$ cat config.mk
export PLATFORM = sky130hd
export DESIGN_NAME = lge_ctrl
export DESIGN_NICKNAME = d
export VERILOG_FILES = /design/src/hdl/lge_pkg.sv /design/src/hdl/lge_ctrl.sv
export SDC_FILE = /design/constraint.sdc
export NUM_CORES = 1
export LEC_CHECK = 0
export ABC_CLOCK_PERIOD_IN_PS = 1280
export BUFFER_PORTS_ARGS = -buffer_cell sky130_fd_sc_hd__buf_2
export CORE_AREA = 2 2 39 41
export DETAILED_ROUTE_END_ITERATION = 16
export DIE_AREA = 0 0 41 43
export GPL_ROUTABILITY_DRIVEN = 0
export SYNTH_ARGS = -nofsm -noshare
export SYNTH_HDL_FRONTEND = slang
export SYNTH_SLANG_ARGS = --single-unit
$ cat constraint.sdc
create_clock -name i_clk -period 1.28 [get_ports i_clk]
set_input_delay 0.064 -clock i_clk [delete_from_list [all_inputs] [get_ports i_clk]]
set_output_delay 0.064 -clock i_clk [all_outputs]
set_load 0.02 [all_outputs]
$ cat src/hdl/lge_pkg.sv
// ----------------------------------------------------------------------------
// lge_pkg
// Shared constants, operation codes and controller/datapath types for the
// life generation engine.
// ----------------------------------------------------------------------------
package lge_pkg;

    // field widths of the item and the size register
    localparam int unsigned KIND_W = 2;
    localparam int unsigned POS_W  = 6;
    localparam int unsigned SIZE_W = 7;

    // largest size the register can hold, and its reset value
    localparam int unsigned     SIZE_MAX   = 127;
    localparam logic [SIZE_W-1:0] SIZE_RESET = 7'd64;

    // operation codes
    localparam logic [KIND_W-1:0] KIND_WRITE   = 2'd0;
    localparam logic [KIND_W-1:0] KIND_READ    = 2'd1;
    localparam logic [KIND_W-1:0] KIND_ADVANCE = 2'd2;
    localparam logic [KIND_W-1:0] KIND_UNUSED  = 2'd3;

    // B3/S23 neighbor counts
    localparam logic [3:0] BORN_COUNT = 4'd3;
    localparam logic [3:0] KEEP_COUNT = 4'd2;

    // commands from the controller to the datapath
    typedef struct packed {
        logic clear_wr;  // clear one row during the post-reset pass
        logic accept;    // take the input item
        logic cell_op;   // finish a single-cell read or write
        logic adv_load;  // load the first row into the window
        logic adv_step;  // compute and write back one row
        logic finish;    // move the result into the output register
    } t_dp_cmd;

    // status from the datapath to the controller
    typedef struct packed {
        logic              in_valid;
        logic [KIND_W-1:0] in_kind;
        logic              size_zero;
        logic              clear_last;
        logic              adv_last;
        logic              out_free;
    } t_dp_status;

endpackage

$ cat src/hdl/lge_ctrl.sv
// ----------------------------------------------------------------------------
// lge_ctrl
// Sequencer: post-reset clearing pass, item intake, single-cell access and
// the row-by-row generation sweep.
// ----------------------------------------------------------------------------
module lge_ctrl (
    input  logic                i_clk,
    input  logic                i_rst_n,
    input  lge_pkg::t_dp_status i_status,
    output lge_pkg::t_dp_cmd    o_cmd,
    output logic                o_in_ready
);
    import lge_pkg::*;

    localparam logic [2:0] S_CLEAR    = 3'd0;
    localparam logic [2:0] S_IDLE     = 3'd1;
    localparam logic [2:0] S_CELL     = 3'd2;
    localparam logic [2:0] S_ADV_LOAD = 3'd3;
    localparam logic [2:0] S_ADV_RUN  = 3'd4;
    localparam logic [2:0] S_FINISH   = 3'd5;

    logic [2:0] r_state;
    logic [2:0] n_state;

    // state register
    always_ff @(posedge i_clk) begin
        if (!i_rst_n) begin
            r_state <= S_CLEAR;
        end else begin
            r_state <= n_state;
        end
    end

    // next state and commands
    always_comb begin
        n_state    = r_state;
        o_cmd      = '0;
        o_in_ready = 1'b0;
        unique case (r_state)
            S_CLEAR: begin
                o_cmd.clear_wr = 1'b1;
                if (i_status.clear_last) begin
                    n_state = S_IDLE;
                end
            end
            S_IDLE: begin
                o_in_ready = 1'b1;
                if (i_status.in_valid) begin
                    o_cmd.accept = 1'b1;
                    unique case (i_status.in_kind) inside
                        KIND_WRITE, KIND_READ: begin
                            n_state = S_CELL;
                        end
                        KIND_ADVANCE: begin
                            n_state = i_status.size_zero ? S_FINISH : S_ADV_LOAD;
                        end
                        default: begin
                            n_state = S_FINISH;
                        end
                    endcase
                end
            end
            S_CELL: begin
                o_cmd.cell_op = 1'b1;
                n_state       = S_FINISH;
            end
            S_ADV_LOAD: begin
                o_cmd.adv_load = 1'b1;
                n_state        = S_ADV_RUN;
            end
            S_ADV_RUN: begin
                o_cmd.adv_step = 1'b1;
                if (i_status.adv_last) begin
                    n_state = S_FINISH;
                end
            end
            S_FINISH: begin
                if (i_status.out_free) begin
                    o_cmd.finish = 1'b1;
                    n_state      = S_IDLE;
                end
            end
            default: begin
                n_state = S_IDLE;
            end
        endcase
    end
endmodule

# ---- Word level (Yosys, flattened, before mapping)
# Cells that the tools add are included.
dict set report totals {
  input_bits 9
  out_inout_bits 7
  word_cells 32
  ff_bits 3
}
dict set report op_classes {
  n_eq_ne 11
  n_mux 16
  n_reduce_logical 4
}
# operator count
set ops {}
lappend ops {{3-bit case mux with 6 select lines} 1}
lappend ops {{3-bit two-way mux} 5}
lappend ops {{1-bit two-way mux} 9}
lappend ops {{2-bit inequality test (second input constant)} 4}
lappend ops {{3-bit by 2-bit == test with 1-bit output (second input constant)} 2}
lappend ops {{3-bit == test (second input constant)} 2}
lappend ops {{3-bit case mux with 2 select lines} 1}
lappend ops {{4-bit AND reduction} 1}
lappend ops {{3-bit by 1-bit == test with 1-bit output (second input constant)} 1}
lappend ops {{3-bit logical NOT} 1}
lappend ops {{2-bit by 1-bit == test with 1-bit output (second input constant)} 1}
lappend ops {{2-bit == test (second input constant)} 1}
lappend ops {{2-bit logical NOT} 1}
lappend ops {{2-bit OR reduction} 1}

# ---- Depth between registers and ports, before layout
dict set report logic_depth {
  ltp_word 5
  ltp_mapped 4
  mapped_depth_nobuf 3
}

# ---- Worst setup path after synthesis
# Ideal clock, no wire load.
dict set report synth_timing {
  path_type {reg2reg}
  start {reg r_state[0]}
  end {reg r_state[1]}
  stages_incl_launch_ff 4
  setup_time_ps 125
  setup_slack_ps 199
  t_arrival_ps 956
  cell_sequence {dfxtp_1 > mux2_2 > o31ai_1 > nor2_1}
}
dict set report synth_between {
  elab_chain_cells 3
  elab_cells_between_ends 12
}
# element line_no
set synth_rtl {}
lappend synth_rtl {{start: declaration} lge_ctrl.sv:22} ;# logic [2:0] r_state;
lappend synth_rtl {{start signal: assignment} lge_ctrl.sv:30} ;# r_state <= n_state;
lappend synth_rtl {{3-bit by 1-bit == test with 1-bit output, or another cell as far along} lge_ctrl.sv:39} ;# unique case (r_state)
lappend synth_rtl {{2-bit inequality test (no source line)} --}
lappend synth_rtl {{4-bit AND reduction (no source line)} --}
# Parallel ways exist; a longest one is shown, timed or not.
# A chain may end at the register's enable or synchronous reset.

==> summary.md <==
| Metric | Value |
|---|---|
| Hold violation total from the final report | 0 |
| Vias per cell | 4.179 |
| Post-cts resize count | 0 |
| HPWL Detailed | 496.5 um |
| Fin crit share | 95.92% |
| Inserted Diodes | 0 |
| Crit path time final | 1.228 ns |
| H-tree lvl count | 1 |
| CTS clk-pin slew, worst paths | 0.04 ns |
| Die ar. | 1763 um^2 |
| Ys Warns | 0 |
| Vias in the first global route | 254 |
| Crit path arrival time | 1.16 ns |
| PD cells | 1032 nW/um^2 |
| # IOs | 16 |
| Final core occ | 27.31% |
| Worst setup path start | r_state[2]$_SDFFE_PN0P_ |
| Leak | 0.1940 nW |
| Drc violations | 0 |
| Crit path launch type | register |
| Layout cells sized above 1 | 52.94% |
| CTS root buffer | clkbuf_4 |
| Yosys reg bits | 3 |
| Fmax | 814.5 MHz |
| Final TNS setup | 0 ns |
| Max cap viols | 0 |
| Setup Fix Bufs, Post-CTS | 0 |
| Initial antenna violation count | 0 |
| Critical path class | register to output port |
| Starting Density | 17.45% |
| Area growth syn-to-layout | 56.48% |
| Post-synthesis cell type count | 22 |
| Overflow after GRT | 0 |
| Final Max Slew Viols | 0 |
| Core area | 1384 um^2 |
| Largest net degree at the start of global routing | 8 |
| Crit-path cells | buf_4, and3b_2, buf_2 |
| RSZ-0062 raised after global routing | no |
| Num rows | 14 |
| Biggest register | r_state |
| Hold_buf cts | 0 |
| Required time of the critical path | 1.22 ns |
| Wire length per cell | 8.985 um |
| Tot Pwr | 0.0003900 W |
| Area occupied by multi-input gates | 165.2 um^2 |
| Iteration count of the initial detailed-routing pass | 3 |
| Top delay family on crit path | flip-flops |
| CP bufs+invs | 2 |
| CTS tree | yes |
| Die W | 41 um |
| Largest fanout on the critical path | 5 |
| DR iter-0 viols | 6 |
| HP Start | i_rst_n |
| Sequential-to-total area share from yosys stat | 24.87% |
| GRT Total Usage | 8.526% |
| Final number of setup-violating endpoints | 0 |
| FF+latch area | 61.31 um^2 |
| Slowest stage delay, CP | 0.42 ns |
| Worst path slowest cell | dfxtp_1 |
| Worst Hold Class | input pin to register |
| Outcome | completed |
| Critical path capture point type | output port |
| Global-route wire length before repair | 1000 um |
| Buffers added on ports | 15 |
| Cells after Synth | 30 |
| Largest register FFs | 3 |
| Worst-skew pair later-pin latency | 0.23 ns |
| Filler cells | 163 |
| Height of the die | 43 um |
| Final Skew | 0.002612 ns |
| Max-slew headroom | 80.43% |
| Final WL | 602 um |
| Syn_area_per_cell | 8.049 um^2 |
| Antenna Nets Post-Route | 0 |
| Layout Nets | 61 |
| Cell Area, Synth | 241.5 um^2 |
| Peak VDD IR | 0.3926 mV |
| Via Count | 280 |
| Clock buffer depth | 2 |
| Tightest Pin Transition | 0.2911 ns |
| CTS Buf Count | 3 |
| Largest registers | r_state (3) |
| Worst R2R Start | r_state[0]$_SDFFE_PN0P_ |
| CTS sink count | 3 |
| Syn_nets | 39 |
[final cells by class]
type | instances | area share (%)
Multi-Input combinational cell | 25 | 43.71
Timing Repair Buffer | 19 | 27.81
Sequential cell | 3 | 16.23
Clock buffer | 4 | 6.954
Tap cell | 16 | 5.298
[placed cells by master (no fill, tap or decap), types with 2 or more instances in the layout]
master and count:
nor2_1 6, buf_4 4, clkbuf_4 3, nor3b_1 2
buf_2 15, dfxtp_1 2
[logic make-up after synthesis]
family | Yosys count | synth area share, %
AND/OR/NAND/NOR | 18 | 45.08
AO/OA/AOI/OAI | 6 | 18.65
flip-flops | 3 | 24.87
buffers and inverters | 2 | 6.733
multiplexers | 1 | 4.663
[report_power, final]
part | internal (W) | switching [W] | total (W)
registers | 0.000101 | 0.00000802 | 0.000109
logic | 0.0000592 | 0.0000609 | 0.000120
clock network | 0.000116 | 0.0000440 | 0.000160
[cell usage after synthesis (all sizes together)]
| cell | n | area (um^2) |
|---|---|---|
| o311a | 1 | 10.01 |
| nand2 | 1 | 3.750 |
| buf | 2 | 16.26 |
| dfxtp | 3 | 60.06 |
| and3b | 1 | 10.01 |
| nor2 | 6 | 22.52 |
| a21oi | 1 | 5.000 |
| and3 | 1 | 6.260 |
| or3 | 1 | 6.260 |
| and2 | 1 | 6.260 |
| nor3 | 1 | 5.000 |
| nor3b | 2 | 15.01 |
| nand2b | 2 | 22.52 |
| o31ai | 1 | 7.510 |
| nor2b | 1 | 6.260 |
| nand3 | 1 | 5.000 |
| o211a | 1 | 10.01 |
| mux2 | 1 | 11.26 |
| o21bai | 1 | 7.510 |
| o21ai | 1 | 5.000 |
[through the flow]
step,std cells,area (um^2),setup WS (ns),hold slack [ns]
6_report,67,377.9,0.05222,0.09053
5_1_grt,67,377.9,0.007132,0.08582
4_1_cts,67,376.6,0.03965,0.08500
3_5_place_dp,63,350.3,0.1325,0.3314
3_3_place_gp,63,350.3,0.1579,0.3238
2_1_floorplan,30,241.5,0.1993,0.1952
[layer usage]
layer / routed length [um] / GRT usage (%) / up-vias
li1: - / - / 150
met3: 54 / 4.712 / 0
met1: 297 / 11.86 / 118
met4: 0 / 4.000 / 0
met2: 250 / 10.31 / 12
met5: 0 / 0 / -
[final timing paths]
| check | end | slack (ns) | depth (start not counted) |
|---|---|---|---|
| max | o_cmd[2] | 0.05 | 3 |
| min | r_state[0]$_SDFFE_PN0P_ | 0.09 | 2 |
| max reg2reg | r_state[1]$_SDFFE_PN0P_ | 0.12 | 3 |
| min reg2reg | r_state[1]$_SDFFE_PN0P_ | 0.60 | 2 |
Power figures use the tool's default switching activity.
